===== config.mk =====
export PLATFORM = sky130hd
export DESIGN_NAME = tilt_compass_octant_core
export DESIGN_NICKNAME = d
export VERILOG_FILES = /design/src/tco_pkg.sv /design/src/tco_mul.sv /design/src/tco_sqrt.sv /design/src/tco_cordic.sv /design/src/tilt_compass_octant_core.sv
export VERILOG_INCLUDE_DIRS = /design/src /design/src/src
export SDC_FILE = /design/constraint.sdc
export NUM_CORES = 2
export LEC_CHECK = 0
export BUFFER_PORTS_ARGS = -buffer_cell sky130_fd_sc_hd__buf_2
export CAP_MARGIN = 20
export CORE_AREA = 5 5 512 362
export CTS_CLUSTER_SIZE = 10
export DETAILED_ROUTE_END_ITERATION = 8
export DIE_AREA = 0 0 517 367
export GPL_TIMING_DRIVEN = 0
export PLACE_DENSITY = 0.56
export SLEW_MARGIN = 20
export SYNTH_ARGS = -nofsm -noshare
export SYNTH_HDL_FRONTEND = slang
export SYNTH_SLANG_ARGS = --single-unit
export TNS_END_PERCENT = 1

===== constraint.sdc =====
create_clock -name clock -period 20.4 [get_ports clock]
set_input_delay 4.08 -clock clock [delete_from_list [all_inputs] [get_ports clock]]
set_output_delay 4.08 -clock clock [all_outputs]
set_load 0.03 [all_outputs]

===== src/tilt_compass_octant_core_macros.svh =====
// Assertion macros for the tilt-compensated compass core.
// Included by the top level only; expands to nothing when SYNTHESIS is defined.
`ifndef TILT_COMPASS_OCTANT_CORE_MACROS_SVH
`define TILT_COMPASS_OCTANT_CORE_MACROS_SVH
`ifndef SYNTHESIS
`define TCO_ASSERT_IMP(name, ante, cons) \
   name: assert property (@(posedge clock) disable iff (reset) (ante) |-> (cons)) \
      else $error("tco: same-cycle check failed");
`define TCO_ASSERT_NXT(name, ante, cons) \
   name: assert property (@(posedge clock) disable iff (reset) (ante) |=> (cons)) \
      else $error("tco: next-cycle check failed");
`else
`define TCO_ASSERT_IMP(name, ante, cons)
`define TCO_ASSERT_NXT(name, ante, cons)
`endif
`endif


===== src/tco_pkg.sv =====
// Shared widths, constants and the arctangent table of the compass core.
// Used by every module of the block; depends on nothing.
`timescale 1ns / 1ps
`default_nettype none
package tco_pkg;
   localparam int SAMPLE_W     = 16;
   localparam int MUL_A_W      = 38;
   localparam int MUL_B_W      = 21;
   localparam int MUL_P_W      = 58;
   localparam int MUL_STEPS    = 20;
   localparam int SQRT_IN_W    = 40;
   localparam int ROOT_W       = 20;
   localparam int MAG_W        = 58;
   localparam int CORDIC_W     = 34;
   localparam int CORDIC_STEPS = 16;
   localparam int ZACC_W       = 20;
   localparam int ANG_W        = 10;
   localparam int HEAD_W       = 11;
   localparam int QUARTER_TURN = 230400;
   localparam int HEAD_MAX     = 900;

   function automatic logic [ZACC_W-1:0] atan_entry(input logic [3:0] idx);
      logic [ZACC_W-1:0] val;
      case (idx)
         4'd0:    val = 20'd115200;
         4'd1:    val = 20'd68007;
         4'd2:    val = 20'd35933;
         4'd3:    val = 20'd18240;
         4'd4:    val = 20'd9155;
         4'd5:    val = 20'd4582;
         4'd6:    val = 20'd2292;
         4'd7:    val = 20'd1146;
         4'd8:    val = 20'd573;
         4'd9:    val = 20'd286;
         4'd10:   val = 20'd143;
         4'd11:   val = 20'd72;
         4'd12:   val = 20'd36;
         4'd13:   val = 20'd18;
         4'd14:   val = 20'd9;
         default: val = 20'd4;
      endcase
      return val;
   endfunction
endpackage
`default_nettype wire


===== src/tco_mul.sv =====
// Bit-serial signed multiplier: one multiplier bit is consumed per cycle.
// Depends on tco_pkg for its widths.
`timescale 1ns / 1ps
`default_nettype none
module tco_mul (
   input  logic                                clock,
   input  logic                                reset,
   input  logic                                start,
   input  logic signed [tco_pkg::MUL_A_W-1:0]  a,
   input  logic signed [tco_pkg::MUL_B_W-1:0]  b,
   output logic                                done,
   output logic signed [tco_pkg::MUL_P_W-1:0]  prod
);
   logic [tco_pkg::MUL_A_W-1:0]   a_u, a_mag;
   logic [tco_pkg::MUL_B_W-1:0]   b_u, b_mag;
   logic [tco_pkg::MUL_P_W-1:0]   a_ff, a_in, acc_ff, acc_in;
   logic [tco_pkg::ROOT_W-1:0]    b_ff, b_in;
   logic                          neg_ff, neg_in;
   logic [4:0]                    cnt_ff, cnt_in;
   logic                          busy_ff, busy_in;
   logic                          done_ff, done_in;

   assign a_u   = a;
   assign b_u   = b;
   assign a_mag = a_u[tco_pkg::MUL_A_W-1] ? (~a_u + 38'd1) : a_u;
   assign b_mag = b_u[tco_pkg::MUL_B_W-1] ? (~b_u + 21'd1) : b_u;

   always_comb begin
      a_in    = a_ff;
      b_in    = b_ff;
      acc_in  = acc_ff;
      neg_in  = neg_ff;
      cnt_in  = cnt_ff;
      busy_in = busy_ff;
      done_in = 1'b0;
      if (start) begin
         a_in    = {20'd0, a_mag};
         b_in    = b_mag[tco_pkg::ROOT_W-1:0];
         acc_in  = '0;
         neg_in  = a_u[tco_pkg::MUL_A_W-1] ^ b_u[tco_pkg::MUL_B_W-1];
         cnt_in  = 5'(tco_pkg::MUL_STEPS);
         busy_in = 1'b1;
      end else if (busy_ff) begin
         if (b_ff[0]) begin
            acc_in = acc_ff + a_ff;
         end
         a_in   = {a_ff[tco_pkg::MUL_P_W-2:0], 1'b0};
         b_in   = {1'b0, b_ff[tco_pkg::ROOT_W-1:1]};
         cnt_in = cnt_ff - 5'd1;
         if (cnt_ff == 5'd1) begin
            busy_in = 1'b0;
            done_in = 1'b1;
         end
      end
   end

   always_ff @(posedge clock) begin
      if (reset) begin
         busy_ff <= 1'b0;
         done_ff <= 1'b0;
         cnt_ff  <= '0;
      end else begin
         busy_ff <= busy_in;
         done_ff <= done_in;
         cnt_ff  <= cnt_in;
      end
      a_ff   <= a_in;
      b_ff   <= b_in;
      acc_ff <= acc_in;
      neg_ff <= neg_in;
   end

   assign done = done_ff;
   assign prod = neg_ff ? $signed(~acc_ff + 58'd1) : $signed(acc_ff);
endmodule
`default_nettype wire


===== src/tco_sqrt.sv =====
// Digit-serial floor square root: two radicand bits in, one root bit out per cycle.
// Depends on tco_pkg for its widths.
`timescale 1ns / 1ps
`default_nettype none
module tco_sqrt (
   input  logic                               clock,
   input  logic                               reset,
   input  logic                               start,
   input  logic [tco_pkg::SQRT_IN_W-1:0]      radicand,
   output logic                               done,
   output logic [tco_pkg::ROOT_W-1:0]         root
);
   logic [tco_pkg::SQRT_IN_W-1:0] n_ff, n_in;
   logic [21:0]                   rem_ff, rem_in, rem_sh, trial;
   logic [tco_pkg::ROOT_W-1:0]    res_ff, res_in;
   logic [4:0]                    cnt_ff, cnt_in;
   logic                          busy_ff, busy_in;
   logic                          done_ff, done_in;
   logic                          fits;

   assign rem_sh = {rem_ff[19:0], n_ff[tco_pkg::SQRT_IN_W-1 -: 2]};
   assign trial  = {res_ff, 2'b01};
   assign fits   = rem_sh >= trial;

   always_comb begin
      n_in    = n_ff;
      rem_in  = rem_ff;
      res_in  = res_ff;
      cnt_in  = cnt_ff;
      busy_in = busy_ff;
      done_in = 1'b0;
      if (start) begin
         n_in    = radicand;
         rem_in  = '0;
         res_in  = '0;
         cnt_in  = 5'(tco_pkg::ROOT_W);
         busy_in = 1'b1;
      end else if (busy_ff) begin
         rem_in = fits ? (rem_sh - trial) : rem_sh;
         res_in = {res_ff[tco_pkg::ROOT_W-2:0], fits};
         n_in   = {n_ff[tco_pkg::SQRT_IN_W-3:0], 2'b00};
         cnt_in = cnt_ff - 5'd1;
         if (cnt_ff == 5'd1) begin
            busy_in = 1'b0;
            done_in = 1'b1;
         end
      end
   end

   always_ff @(posedge clock) begin
      if (reset) begin
         busy_ff <= 1'b0;
         done_ff <= 1'b0;
         cnt_ff  <= '0;
      end else begin
         busy_ff <= busy_in;
         done_ff <= done_in;
         cnt_ff  <= cnt_in;
      end
      n_ff   <= n_in;
      rem_ff <= rem_in;
      res_ff <= res_in;
   end

   assign done = done_ff;
   assign root = res_ff;
endmodule
`default_nettype wire


===== src/tco_cordic.sv =====
// Arctangent unit: shift normalisation, then one CORDIC vectoring step per cycle.
// Depends on tco_pkg for widths and the angle table.
`timescale 1ns / 1ps
`default_nettype none
module tco_cordic (
   input  logic                           clock,
   input  logic                           reset,
   input  logic                           start,
   input  logic [tco_pkg::MAG_W-1:0]      u,
   input  logic [tco_pkg::MAG_W-1:0]      v,
   output logic                           done,
   output logic [tco_pkg::ANG_W-1:0]      angle
);
   localparam logic [1:0] PH_IDLE = 2'd0;
   localparam logic [1:0] PH_NORM = 2'd1;
   localparam logic [1:0] PH_ITER = 2'd2;
   localparam logic [1:0] PH_FIN  = 2'd3;

   logic [1:0]                           phase_ff, phase_in;
   logic [tco_pkg::MAG_W-1:0]            u_ff, u_in, v_ff, v_in, mx;
   logic signed [tco_pkg::CORDIC_W-1:0]  x_ff, x_in, y_ff, y_in, dx, dy;
   logic signed [tco_pkg::ZACC_W-1:0]    z_ff, z_in, tab;
   logic [3:0]                           i_ff, i_in;
   logic [tco_pkg::ANG_W-1:0]            ang_ff, ang_in;
   logic                                 done_ff, done_in;
   logic [17:0]                          zc;
   logic [18:0]                          zr;
   logic [10:0]                          zq;

   assign mx  = (u_ff > v_ff) ? u_ff : v_ff;
   assign dx  = x_ff >>> i_ff;
   assign dy  = y_ff >>> i_ff;
   assign tab = $signed(tco_pkg::atan_entry(i_ff));

   always_comb begin
      if (z_ff[tco_pkg::ZACC_W-1]) begin
         zc = '0;
      end else if (z_ff > 20'(tco_pkg::QUARTER_TURN)) begin
         zc = 18'(tco_pkg::QUARTER_TURN);
      end else begin
         zc = z_ff[17:0];
      end
      zr = {1'b0, zc} + 19'd128;
      zq = zr[18:8];
   end

   always_comb begin
      phase_in = phase_ff;
      u_in     = u_ff;
      v_in     = v_ff;
      x_in     = x_ff;
      y_in     = y_ff;
      z_in     = z_ff;
      i_in     = i_ff;
      ang_in   = ang_ff;
      done_in  = 1'b0;
      unique case (phase_ff)
         PH_IDLE: begin
            if (start) begin
               u_in     = u;
               v_in     = v;
               phase_in = PH_NORM;
            end
         end
         PH_NORM: begin
            if (|mx[tco_pkg::MAG_W-1:30]) begin
               u_in = u_ff >> 1;
               v_in = v_ff >> 1;
            end else if (!mx[29]) begin
               u_in = u_ff << 1;
               v_in = v_ff << 1;
            end else begin
               x_in     = $signed({4'd0, u_ff[29:0]});
               y_in     = $signed({4'd0, v_ff[29:0]});
               z_in     = '0;
               i_in     = '0;
               phase_in = PH_ITER;
            end
         end
         PH_ITER: begin
            if (!y_ff[tco_pkg::CORDIC_W-1] && (y_ff != '0)) begin
               x_in = x_ff + dy;
               y_in = y_ff - dx;
               z_in = z_ff + tab;
            end else begin
               x_in = x_ff - dy;
               y_in = y_ff + dx;
               z_in = z_ff - tab;
            end
            i_in = i_ff + 4'd1;
            if (i_ff == 4'(tco_pkg::CORDIC_STEPS - 1)) begin
               phase_in = PH_FIN;
            end
         end
         PH_FIN: begin
            ang_in   = (zq > 11'(tco_pkg::HEAD_MAX)) ? 10'(tco_pkg::HEAD_MAX) : zq[9:0];
            done_in  = 1'b1;
            phase_in = PH_IDLE;
         end
         default: phase_in = PH_IDLE;
      endcase
   end

   always_ff @(posedge clock) begin
      if (reset) begin
         phase_ff <= PH_IDLE;
         done_ff  <= 1'b0;
         i_ff     <= '0;
      end else begin
         phase_ff <= phase_in;
         done_ff  <= done_in;
         i_ff     <= i_in;
      end
      u_ff   <= u_in;
      v_ff   <= v_in;
      x_ff   <= x_in;
      y_ff   <= y_in;
      z_ff   <= z_in;
      ang_ff <= ang_in;
   end

   assign done  = done_ff;
   assign angle = ang_ff;
endmodule
`default_nettype wire


===== src/tilt_compass_octant_core.sv =====
// Top level of the tilt-compensated compass: sequencer, operand registers, octant choice.
// Depends on tco_pkg, tco_mul, tco_sqrt, tco_cordic and the assertion macro header.
//
// Channel | Direction | Beat contents (lowest bits first)
// req     | in        | accel_x, accel_y, accel_z, mag_x, mag_y, mag_z (16 bits each)
// rsp     | out       | led_index (3), led_lit (1), heading_tenths (11), one pad bit
//
// One sample is worked on at a time, by the bit-serial multiplier (twelve products),
// three square roots and the arctangent unit (up to 29 shifts, then 16 steps).
// A new sample is taken as soon as the previous result sits in the output register.
// Reset is synchronous and clears the sequencer, the lit LED and the output valid.
`timescale 1ns / 1ps
`default_nettype none
`include "tilt_compass_octant_core_macros.svh"
module tilt_compass_octant_core (
   input  logic        clock,
   input  logic        reset,
   input  logic        req_tvalid,
   output logic        req_tready,
   // accel_x, accel_y, accel_z, mag_x, mag_y, mag_z
   input  logic [95:0] req_tdata,
   output logic        rsp_tvalid,
   input  logic        rsp_tready,
   // led_index, led_lit, heading_tenths, zero pad
   output logic [15:0] rsp_tdata
);
   localparam logic [2:0] S_IDLE     = 3'd0;
   localparam logic [2:0] S_MUL_GO   = 3'd1;
   localparam logic [2:0] S_MUL_WAIT = 3'd2;
   localparam logic [2:0] S_SQ_GO    = 3'd3;
   localparam logic [2:0] S_SQ_WAIT  = 3'd4;
   localparam logic [2:0] S_ANG      = 3'd5;
   localparam logic [2:0] S_ANG_WAIT = 3'd6;
   localparam logic [2:0] S_OUT      = 3'd7;

   localparam logic [3:0] OP_SXX = 4'd0;
   localparam logic [3:0] OP_SYY = 4'd1;
   localparam logic [3:0] OP_SZZ = 4'd2;
   localparam logic [3:0] OP_T1  = 4'd3;
   localparam logic [3:0] OP_T2  = 4'd4;
   localparam logic [3:0] OP_X   = 4'd5;
   localparam logic [3:0] OP_Y1  = 4'd6;
   localparam logic [3:0] OP_Y2  = 4'd7;
   localparam logic [3:0] OP_Y3  = 4'd8;
   localparam logic [3:0] OP_Y4  = 4'd9;
   localparam logic [3:0] OP_Y5  = 4'd10;
   localparam logic [3:0] OP_Y6  = 4'd11;

   localparam logic [1:0] SQ_P = 2'd0;
   localparam logic [1:0] SQ_Q = 2'd1;
   localparam logic [1:0] SQ_R = 2'd2;

   localparam logic signed [10:0] B_HI = 11'sd675;
   localparam logic signed [10:0] B_LO = 11'sd225;

   logic [2:0]                                state_ff, state_in;
   logic [3:0]                                op_ff, op_in;
   logic [1:0]                                sq_ff, sq_in;
   logic signed [tco_pkg::SAMPLE_W-1:0]       ax_ff, ay_ff, az_ff, mx_ff, my_ff, mz_ff;
   logic [31:0]                               sxx_ff, sxx_in, syy_ff, syy_in, szz_ff, szz_in;
   logic [tco_pkg::ROOT_W-1:0]                p_ff, p_in, q_ff, q_in, r_ff, r_in;
   logic signed [tco_pkg::MUL_P_W-1:0]        t1_ff, t1_in, w_ff, w_in, x_ff, x_in, y_ff, y_in;
   logic signed [tco_pkg::MUL_A_W-1:0]        tt_ff, tt_in;
   logic [tco_pkg::ANG_W-1:0]                 dmag_ff, dmag_in;
   logic [2:0]                                lit_oct_ff, lit_oct_in;
   logic                                      lit_valid_ff, lit_valid_in;
   logic                                      rsp_valid_ff, rsp_valid_in;
   logic [15:0]                               rsp_data_ff, rsp_data_in;

   logic signed [tco_pkg::MUL_A_W-1:0]        mul_a;
   logic signed [tco_pkg::MUL_B_W-1:0]        mul_b;
   logic signed [tco_pkg::MUL_P_W-1:0]        mul_prod;
   logic                                      mul_done;
   logic [31:0]                               sq_sum;
   logic [tco_pkg::ROOT_W-1:0]                sq_root;
   logic                                      sq_done;
   logic [tco_pkg::MAG_W-1:0]                 u_mag, v_mag;
   logic                                      cor_start, cor_done;
   logic [tco_pkg::ANG_W-1:0]                 cor_angle;
   logic signed [tco_pkg::HEAD_W-1:0]         d;
   logic                                      x_neg, x_pos, pick_ok;
   logic [2:0]                                pick;
   logic                                      req_fire;
   logic signed [tco_pkg::HEAD_W-1:0]         rsp_heading;

   assign req_tready = (state_ff == S_IDLE);
   assign req_fire   = req_tvalid && req_tready;

   always_comb begin
      mul_a = '0;
      mul_b = '0;
      unique case (op_ff)
         OP_SXX: begin mul_a = 38'(ax_ff); mul_b = 21'(ax_ff); end
         OP_SYY: begin mul_a = 38'(ay_ff); mul_b = 21'(ay_ff); end
         OP_SZZ: begin mul_a = 38'(az_ff); mul_b = 21'(az_ff); end
         OP_T1:  begin mul_a = 38'(mx_ff); mul_b = $signed({1'b0, p_ff}); end
         OP_T2:  begin mul_a = 38'(mz_ff); mul_b = 21'(ax_ff); end
         OP_X:   begin mul_a = tt_ff; mul_b = $signed({1'b0, r_ff}); end
         OP_Y1:  begin mul_a = 38'(mx_ff); mul_b = 21'(ay_ff); end
         OP_Y2:  begin mul_a = w_ff[tco_pkg::MUL_A_W-1:0]; mul_b = 21'(ax_ff); end
         OP_Y3:  begin mul_a = 38'(my_ff); mul_b = $signed({1'b0, q_ff}); end
         OP_Y4:  begin mul_a = w_ff[tco_pkg::MUL_A_W-1:0]; mul_b = $signed({1'b0, r_ff}); end
         OP_Y5:  begin mul_a = 38'(mz_ff); mul_b = 21'(ay_ff); end
         OP_Y6:  begin mul_a = w_ff[tco_pkg::MUL_A_W-1:0]; mul_b = $signed({1'b0, p_ff}); end
         default: begin mul_a = '0; mul_b = '0; end
      endcase
   end

   tco_mul u_mul (
      .clock (clock),
      .reset (reset),
      .start (state_ff == S_MUL_GO),
      .a     (mul_a),
      .b     (mul_b),
      .done  (mul_done),
      .prod  (mul_prod)
   );

   always_comb begin
      unique case (sq_ff)
         SQ_P:    sq_sum = syy_ff + szz_ff;
         SQ_Q:    sq_sum = sxx_ff + szz_ff;
         default: sq_sum = sxx_ff + syy_ff + szz_ff;
      endcase
   end

   tco_sqrt u_sqrt (
      .clock    (clock),
      .reset    (reset),
      .start    (state_ff == S_SQ_GO),
      .radicand ({sq_sum, 8'd0}),
      .done     (sq_done),
      .root     (sq_root)
   );

   assign u_mag     = x_ff[tco_pkg::MUL_P_W-1] ? 58'(-x_ff) : 58'(x_ff);
   assign v_mag     = y_ff[tco_pkg::MUL_P_W-1] ? 58'(-y_ff) : 58'(y_ff);
   assign cor_start = (state_ff == S_ANG) && (u_mag != '0) && (v_mag != '0);

   tco_cordic u_cordic (
      .clock (clock),
      .reset (reset),
      .start (cor_start),
      .u     (u_mag),
      .v     (v_mag),
      .done  (cor_done),
      .angle (cor_angle)
   );

   always_comb begin
      x_neg   = x_ff[tco_pkg::MUL_P_W-1];
      x_pos   = !x_neg && (x_ff != '0);
      d       = (x_neg ^ y_ff[tco_pkg::MUL_P_W-1]) ? -$signed({1'b0, dmag_ff})
                                                  : $signed({1'b0, dmag_ff});
      pick_ok = 1'b0;
      pick    = 3'd0;
      if (x_neg) begin
         pick_ok = 1'b1;
         if (d > B_HI) pick = 3'd3;
         else if (d > B_LO) pick = 3'd2;
         else if (d > 11'sd0) pick = 3'd1;
         else if (d == 11'sd0) pick_ok = 1'b0;
         else if (d >= -B_LO) pick = 3'd1;
         else if (d >= -B_HI) pick = 3'd0;
         else pick = 3'd7;
      end else if (x_pos) begin
         pick_ok = 1'b1;
         if (d > B_HI) pick = 3'd7;
         else if (d > B_LO) pick = 3'd6;
         else if (d > -B_LO) pick = 3'd5;
         else if (d == -B_LO) pick_ok = 1'b0;
         else if (d >= -B_HI) pick = 3'd4;
         else pick = 3'd3;
      end
   end

   always_comb begin
      state_in     = state_ff;
      op_in        = op_ff;
      sq_in        = sq_ff;
      sxx_in       = sxx_ff;
      syy_in       = syy_ff;
      szz_in       = szz_ff;
      p_in         = p_ff;
      q_in         = q_ff;
      r_in         = r_ff;
      t1_in        = t1_ff;
      tt_in        = tt_ff;
      w_in         = w_ff;
      x_in         = x_ff;
      y_in         = y_ff;
      dmag_in      = dmag_ff;
      lit_oct_in   = lit_oct_ff;
      lit_valid_in = lit_valid_ff;
      rsp_valid_in = rsp_valid_ff && !rsp_tready;
      rsp_data_in  = rsp_data_ff;
      unique case (state_ff)
         S_IDLE: begin
            if (req_fire) begin
               op_in    = OP_SXX;
               sq_in    = SQ_P;
               state_in = S_MUL_GO;
            end
         end
         S_MUL_GO: state_in = S_MUL_WAIT;
         S_MUL_WAIT: begin
            if (mul_done) begin
               op_in    = op_ff + 4'd1;
               state_in = S_MUL_GO;
               case (op_ff)
                  OP_SXX: sxx_in = mul_prod[31:0];
                  OP_SYY: syy_in = mul_prod[31:0];
                  OP_SZZ: begin
                     szz_in   = mul_prod[31:0];
                     state_in = S_SQ_GO;
                  end
                  OP_T1:  t1_in = mul_prod;
                  OP_T2:  tt_in = 38'(t1_ff + (mul_prod <<< 4));
                  OP_X:   x_in = mul_prod;
                  OP_Y2:  y_in = mul_prod <<< 8;
                  OP_Y4:  y_in = y_ff + mul_prod;
                  OP_Y6: begin
                     y_in     = y_ff - (mul_prod <<< 4);
                     state_in = S_ANG;
                  end
                  default: w_in = mul_prod;
               endcase
            end
         end
         S_SQ_GO: state_in = S_SQ_WAIT;
         S_SQ_WAIT: begin
            if (sq_done) begin
               sq_in    = sq_ff + 2'd1;
               state_in = S_SQ_GO;
               case (sq_ff)
                  SQ_P: p_in = sq_root;
                  SQ_Q: q_in = sq_root;
                  default: begin
                     r_in     = sq_root;
                     state_in = S_MUL_GO;
                  end
               endcase
            end
         end
         S_ANG: begin
            if (v_mag == '0) begin
               dmag_in  = '0;
               state_in = S_OUT;
            end else if (u_mag == '0) begin
               dmag_in  = 10'(tco_pkg::HEAD_MAX);
               state_in = S_OUT;
            end else begin
               state_in = S_ANG_WAIT;
            end
         end
         S_ANG_WAIT: begin
            if (cor_done) begin
               dmag_in  = cor_angle;
               state_in = S_OUT;
            end
         end
         S_OUT: begin
            if (!rsp_valid_ff || rsp_tready) begin
               if (pick_ok) begin
                  lit_oct_in   = pick;
                  lit_valid_in = 1'b1;
               end
               rsp_data_in  = {1'b0, d, (pick_ok | lit_valid_ff),
                               (pick_ok ? pick : lit_oct_ff)};
               rsp_valid_in = 1'b1;
               state_in     = S_IDLE;
            end
         end
         default: state_in = S_IDLE;
      endcase
   end

   always_ff @(posedge clock) begin
      if (reset) begin
         state_ff     <= S_IDLE;
         op_ff        <= OP_SXX;
         sq_ff        <= SQ_P;
         lit_oct_ff   <= '0;
         lit_valid_ff <= 1'b0;
         rsp_valid_ff <= 1'b0;
      end else begin
         state_ff     <= state_in;
         op_ff        <= op_in;
         sq_ff        <= sq_in;
         lit_oct_ff   <= lit_oct_in;
         lit_valid_ff <= lit_valid_in;
         rsp_valid_ff <= rsp_valid_in;
      end
      if (req_fire) begin
         ax_ff <= req_tdata[15:0];
         ay_ff <= req_tdata[31:16];
         az_ff <= req_tdata[47:32];
         mx_ff <= req_tdata[63:48];
         my_ff <= req_tdata[79:64];
         mz_ff <= req_tdata[95:80];
      end
      sxx_ff      <= sxx_in;
      syy_ff      <= syy_in;
      szz_ff      <= szz_in;
      p_ff        <= p_in;
      q_ff        <= q_in;
      r_ff        <= r_in;
      t1_ff       <= t1_in;
      tt_ff       <= tt_in;
      w_ff        <= w_in;
      x_ff        <= x_in;
      y_ff        <= y_in;
      dmag_ff     <= dmag_in;
      rsp_data_ff <= rsp_data_in;
   end

   assign rsp_tvalid  = rsp_valid_ff;
   assign rsp_tdata   = rsp_data_ff;
   assign rsp_heading = rsp_tdata[14:4];

   `TCO_ASSERT_NXT(a_busy_after_accept, req_fire, state_ff != S_IDLE)
   `TCO_ASSERT_NXT(a_lit_sticky, lit_valid_ff, lit_valid_ff)
   `TCO_ASSERT_IMP(a_unlit_reads_zero, rsp_tvalid && !rsp_tdata[3], rsp_tdata[2:0] == 3'd0)
   `TCO_ASSERT_IMP(a_heading_range, rsp_tvalid, (rsp_heading <= 11'sd900) && (rsp_heading >= -11'sd900))
endmodule
`default_nettype wire


After elaboration in Yosys (flattened, before gate mapping)
Memories as Yosys holds them, arrays and structs flattened. A register that Yosys moved wholly into a read port is not among the register bits.
Cells that the tools add are included.
{"block": "word_totals", "ff_bits": 965, "rom_bits": 272, "in_bits": 100, "output_inout_bits": 18, "wordCells": 311, "n_memories": 1}
{"block": "op_classes", "addsub": 27, "n_lt_le_gt_ge": 10, "eq_ne": 37, "shift": 2, "n_mux": 109, "bitwise_logic": 10, "n_reduce_logical": 65}
{"name": "(no name shown)", "depth": 16, "word_bits": 17, "rd": 1, "rd_ports_with_merged_regs": 1, "wr": 0, "line_no": "tco_pkg.sv:24", "source": "case (idx)"}
{"cell": "2-to-1 mux 58 bit", "count": 10}
{"cell": "case mux 38 bit (8 select lines)", "count": 1}
{"cell": "case mux 58 bit (2 select lines)", "count": 2}
{"cell": "2-to-1 mux 34 bit", "count": 6}
{"cell": "case mux 58 bit (3 select lines)", "count": 1}
{"cell": "nonzero test 58 bit", "count": 3}
{"cell": "2-to-1 mux 20 bit", "count": 7}
{"cell": "case mux 34 bit (2 select lines)", "count": 2}
{"cell": "adder 32 bit", "count": 4}
{"cell": "case mux 21 bit (6 select lines)", "count": 1}
{"cell": "adder 58 bit", "count": 2}
{"cell": "zero test 58 bit", "count": 2}
{"cell": "negation 58 bit", "count": 2}
{"cell": "2-to-1 mux 38 bit", "count": 3}
{"cell": "2-to-1 mux 40 bit", "count": 2}
{"cell": "adder 34 bit", "count": 2}
{"cell": ">>> shifter 34 x 4 -> 34 bit", "count": 2}
{"cell": "subtractor 34 bit", "count": 2}
{"cell": "case mux 32 bit (2 select lines)", "count": 1}
{"cell": "adder 58 x 1 -> 58 bit (second input constant)", "count": 1}
{"cell": "> comparator 58 bit", "count": 1}
{"cell": "inverter 58 bit", "count": 1}
{"cell": "subtractor 58 bit", "count": 1}
{"cell": "2-to-1 mux 3 bit", "count": 19}
{"cell": "70 further kinds", "count": 182}

Logic depth before layout (Yosys ltp)
{"block": "logic_depth", "word_depth": 11, "depth_mapped": 26}

Cells and area by module
From an unflattened synthesis, not the netlist that was laid out.
{"block": "hier_totals", "cells_unflattened": 7502, "hier_area_um2": 72579.6}
{"mod": "tilt_compass_octant_core", "instances": 1, "cells_each": 3432, "area_each_um2": 35321.4}
{"mod": "tco_cordic", "instances": 1, "cells_each": 2292, "area_each_um2": 21604.5}
{"mod": "tco_mul", "instances": 1, "cells_each": 1323, "area_each_um2": 10872.9}
{"mod": "tco_sqrt", "instances": 1, "cells_each": 455, "area_each_um2": 4780.8}

Worst setup path before layout
No wires, ideal clock.
{"block": "synth_path", "path_kind": "reg2reg", "start": "register x_ff[6] (netlist bit)", "end": "register u_cordic.u_ff[0] (netlist bit) (enable)", "setup_ns": 0.605, "t_arrival_ns": 8.213, "slack_ns": 11.582, "path_stages_with_launch": 13, "n_path_buf": 2, "synth_period_minus_slack_ns": 8.818, "path_cell_list": "edfxtp_1 buf_2 or4_4 or4_1 buf_2 nor4_4 or3b_1 o31a_1 xnor2_1 nor4b_1 nand4_1 a31oi_1 nor2b_1"}
{"block": "synth_between", "elab_chain_cells": 7}
{"element": "start: declaration", "line_no": "tilt_compass_octant_core.sv:62", "source": "logic signed [tco_pkg::MUL_P_W-1:0] t1_ff, t1_in, w_ff, w_in, x_ff, x_in, y_ff, y_in;"}
{"element": "start signal: assignment", "line_no": "tilt_compass_octant_core.sv:311", "source": "x_ff <= x_in;"}
{"element": "negation 58 bit", "line_no": "tilt_compass_octant_core.sv:136", "source": "assign u_mag = x_ff[tco_pkg::MUL_P_W-1] ? 58'(-x_ff) : 58'(x_ff);"}
{"element": "2-to-1 mux 58 bit (*)", "line_no": "tilt_compass_octant_core.sv:136"}
{"element": "nonzero test 58 bit (*)", "line_no": "tilt_compass_octant_core.sv:138", "source": "assign cor_start = (state_ff == S_ANG) && (u_mag != '0) && (v_mag != '0);"}
{"element": "logical AND 1 bit (*) (2 in series)", "line_no": "tilt_compass_octant_core.sv:138"}
{"element": "!= test 2 bit (no line) (*)"}
{"element": "AND reduction 3 bit (no line) (*)"}
{"element": "end signal: assignment", "line_no": "tco_cordic.sv:114", "source": "u_ff <= u_in;"}
{"element": "end: declaration", "line_no": "tco_cordic.sv:20", "source": "logic [tco_pkg::MAG_W-1:0] u_ff, u_in, v_ff, v_in, mx;"}
Every way passes the cells marked *; elsewhere a longest branch is shown, timed or not.
A chain may end at the register's enable or synchronous reset.

Worst setup path after layout
{"block": "layout_path", "start": "register u_mul.acc_ff[4] (netlist bit)", "end": "register y_ff[55] (netlist bit), data pin"}
{"block": "layout_between", "elab_chain_cells": 5, "word_cells_on_any_way": 6, "cone_classes": "add/sub (3); mux (2); bitwise (1)"}
{"element": "start: declaration", "line_no": "tco_mul.sv:16", "source": "logic [tco_pkg::MUL_P_W-1:0] a_ff, a_in, acc_ff, acc_in;"}
{"element": "start signal: assignment", "line_no": "tco_mul.sv:69", "source": "acc_ff <= acc_in;"}
{"element": "inverter 58 bit (*)", "line_no": "tco_mul.sv:74", "source": "assign prod = neg_ff ? $signed(~acc_ff + 58'd1) : $signed(acc_ff);"}
{"element": "adder 58 x 1 -> 58 bit (*)", "line_no": "tco_mul.sv:74"}
{"element": "2-to-1 mux 58 bit (*)", "line_no": "tco_mul.sv:74"}
{"element": "net mul_prod (one bit)", "line_no": "tilt_compass_octant_core.sv:72", "source": "logic signed [tco_pkg::MUL_P_W-1:0] mul_prod;"}
{"element": "subtractor 58 bit / adder 58 bit (equally long branches)", "line_no": "tilt_compass_octant_core.sv:223, tilt_compass_octant_core.sv:221"}
{"element": "case mux 58 bit (3 select lines) (*)", "line_no": "tilt_compass_octant_core.sv:210", "source": "case (op_ff)"}
{"element": "end signal: assignment", "line_no": "tilt_compass_octant_core.sv:312", "source": "y_ff <= y_in;"}
{"element": "end: declaration", "line_no": "tilt_compass_octant_core.sv:62"}
Mark *: on every way through the listed nets, which the timed path passes. The rest lies on a longest branch.

==> qor.yml <==
grt:
  antenna_found_initial: 23
  grtUsageTotal: 0.283
  use_met3: 0.0804
  grt_max_degree: 77
  grt_pass1_wl_microns: 400000
  grt.busiest_layer: "met1"
  grt_use_met2: 0.381
  use_met1: 0.433
  grt_pass1_vias: 57646
  grt_overflow: 0
layout:
  fin_nets: 8235
  stdcell_count: 10142
  area_growth_pct: 11.2
  drive_above_1_share: 0.0789
  fin_util: 0.440
setup_path:
  worstPathCellList: "or4_1 -> nor3_1 -> nand2_1 -> o31ai_1 -> xor2_1 -> inv_1 -> ha_1 -> nand2_1 -> nor2_1 -> nand4_1 -> o211ai_1 -> a22oi_1 -> a31oi_1 -> a31oi_1 -> o21ai_0 -> xnor2_1 -> o21ai_0 -> a211o_1"
  worstSetupPathType: "reg -> reg"
  setup.worst_path.start_class: "register"
  worst_setup_path_end_kind: "register"
  crit_slowest_cell: "inv_1"
  cp_max_fo: 9
  cp_slowest_stage_delay_ns: 0.89
  cp.required_ns: 20.95
  cp.arrival_ns: 8.53
placed_design:
  port_buffers: 116
  place.gp.congestion: 0.974
  place_hpwl_microns: 219000
  dp_cells: 9917
yosys:
  synth_nets: 7952
  ys_warn_count: 0
  ys_seq_area_frac: 0.389
  synth.avg_cell_area_sq_um: 9.71
  synth-main-ff-cell: "edfxtp_1"
  netlist_instances: 7354
  ys_async_sr_fraction: 0
  yosysUniqueCellTypes: 109
  synth-edff-count: 812
  netlist_area_sq_mm: 0.0714
  ys_seq_elements: 982
clock_tree:
  root_buffer: "clkbuf_16"
  cts.clk_slew.worst_paths_ns: 0.06
  cts_tree: "yes"
  postCtsHoldBufs: 0
  clock-sinks: 982
  clk_latency_ns: 0.80
  ctsResizeCount: 0
  post_cts_buffers: 0
  cts_buffers: 112
  htreeDepth: 3
  clockBufferDepth: 3
sta:
  rsz0062_at_grt: "no"
  fmax_mhz: 125
  tightest_slew_ns: 1.18
  slew_headroom: 0.212
  final_hold_viol_count: 0
  slew_violations: 0
  fin_crit_sh: 0.391
  fin_worst_skew_ns: 0.0733
  setup_viol: 0
  fin_crit_ns: 7.98
  setup_tns_ns: 0
detailed_routing:
  viasPerCell: 6.19
  ant_nets: 0
  post_drt_wl_per_cell_microns: 27.5
  vias: 62745
  drt_wl_total_microns: 279000
  firstDrtPassIters: 6
  route.detailed.drc: 0
  drt_iter0_drc: 7925
die:
  dieWidth_microns: 517
  initial_core_util: 0.395
  core_area_sq_mm: 0.181
  dieArea_sq_mm: 0.190
  fp.dieH_microns: 367
  ioPinCount: 118
  fp-row-count: 131
pwr:
  pwr-share-seq: 0.308
  internal-power_mw: 5.14
  p_sw_frac: 0.434
  power.density_mw_per_mm2: 114
  clkPwrFrac: 0.213
  p_comb_frac: 0.479
  power_mw: 9.08
  leakage_nw: 29.7
  p_sw_mw: 3.94
  irDropWorstVdd_mv: 0.0998
run_status:
  outcome: "completed"
hold_path:
  hold_class: "reg -> reg"
job:
  maxCapViolCount: 0
-- worst paths after layout --
kind,start,end,slack (ns),cells past startpoint
max,u_mul.acc_ff[4],y_ff[55],12.42,18
max reg2reg,u_mul.acc_ff[4],y_ff[55],12.42,18
min,t1_ff[0],tt_ff[0],0.42,0
min reg2reg,t1_ff[0],tt_ff[0],0.42,0
-- metrics by stage --
stage	hold slack (ns)	setup slack, ns	cell area, sq um
after floorplan	0.400	11.58	71400
after global placement	0.405	7.74	75000
after detailed placement	0.405	12.68	75900
after CTS	0.420	12.67	79300
after global routing	0.426	12.33	79400
final	0.424	12.42	79400
-- kinds of logic (layout without fill, tap and decap cells) --
group / count (synthesis) / after routing / share of synthesized area
flip-flops: 982 / 982 / 0.389
multiplexers: 377 / 377 / 0.0726
buffers and inverters: 646 / 1026 / 0.0364
other: 1 / 15 / 0.0000525
AND/OR/NAND/NOR: 2168 / 2168 / 0.149
adder cells (fa/ha/maj): 498 / 498 / 0.0914
AO/OA/AOI/OAI: 2071 / 2071 / 0.187
XOR/XNOR: 611 / 611 / 0.0749
-- synth_stat cells (18+ instances only) --
master | count | area, sq um
mux4_1 | 25 | 657
a211oi_1 | 69 | 518
o21ai_1 | 31 | 155
nand2_1 | 622 | 2330
edfxtp_1 | 812 | 24400
a21oi_1 | 570 | 2850
a21o_1 | 216 | 1620
a31oi_1 | 71 | 444
nor3_1 | 130 | 651
or4_1 | 39 | 293
nand2b_1 | 84 | 526
nor2b_1 | 74 | 463
buf_1 | 35 | 131
o21a_1 | 47 | 353
clkbuf_1 | 268 | 1010
inv_1 | 301 | 1130
or3_1 | 71 | 444
nor4_1 | 81 | 507
and2_1 | 70 | 438
nand4_1 | 84 | 526
a221oi_1 | 27 | 236
xnor2_1 | 381 | 3340
o221ai_1 | 32 | 280
o41ai_1 | 35 | 307
a41oi_1 | 22 | 193
or2_2 | 29 | 181
mux2_2 | 89 | 1000
ha_1 | 458 | 5730
a22oi_1 | 80 | 601
o31ai_1 | 85 | 638
o21bai_1 | 50 | 375
nor2_1 | 542 | 2030
o21ai_0 | 458 | 2290
fa_1 | 40 | 801
o211ai_1 | 35 | 263
and3_1 | 82 | 513
a221o_1 | 18 | 180
buf_2 | 19 | 95.1
mux4_2 | 71 | 1600
dfxtp_1 | 170 | 3400
mux2i_1 | 185 | 1850
nand3_1 | 147 | 736
a211o_1 | 22 | 193
xor2_1 | 230 | 2010
nor3b_1 | 27 | 203
-- power groups by stage --
stage	combinational (mW)	clock, mW	sequential, mW
after global routing	4.66	2.05	2.80
after floorplan	2.79	0	2.70
final	4.35	1.93	2.79
after global placement	4.05	0	2.84
after detailed placement	4.20	0	2.82
after CTS	4.22	1.96	2.78
-- cells in the final DEF, fill, tap and decap left out, types with 47 or more instances in the layout --
master,Yosys,routed
o21bai_1,50,50
inv_1,301,297
o31ai_1,85,85
nor3_1,130,127
dfxtp_1,170,169
nor2b_1,74,73
a22oi_1,80,80
a31oi_1,71,71
or3_1,71,71
ha_1,458,458
o21ai_0,458,458
clkbuf_1,268,346
nand3_1,147,147
nor2_1,542,539
o21a_1,47,47
mux2_2,89,89
a211oi_1,69,69
xor2_1,230,229
mux4_2,71,71
nor4_1,81,80
a21oi_1,570,570
nand4_1,84,84
nand2b_1,84,84
and3_1,82,80
xnor2_1,381,371
and2_1,70,67
clkbuf_16,0,113
a21o_1,216,216
mux2i_1,185,185
edfxtp_1,812,812
buf_2,19,135
nand2_1,622,620
-- critical path: cells and delay by family (launching register included) --
family	cells	cell delay, ns
compound gates	8	2.87
xor+xnor	2	1.15
fa+ha+maj	1	0.67
buf+inv	1	0.89
flops	1	0.39
simple gates	6	1.77
-- registers in the layout, indices dropped and copies added (netlist names), 38 cells and up --
signal and count:
t1_ff 38, tt_ff 38, u_cordic.u_ff 58, u_cordic.v_ff 58, u_mul.a_ff 58, u_mul.acc_ff 58
w_ff 38, x_ff 58, y_ff 58
-- routing by layer --
metal,up-vias,routed length [microns]
met1,30920,129000
met2,3185,109000
met5,-,49
li1,28260,-
met4,8,8660
met3,372,33100
-- cell type report --
type                            instances  area (sq um)
Clock inverter                         12           198
Clock buffer                          199          3200
Sequential cell                       982         27800
Tap cell                             2394          3000
Timing Repair Buffer                  169          1350
Inverter                              306          1150
Fill cell                           17390        101000
Antenna cell                           14          35.0
Buffer                                340          1460
Multi-Input combinational cell       5726         41200
(Power assumes the default switching activity.)
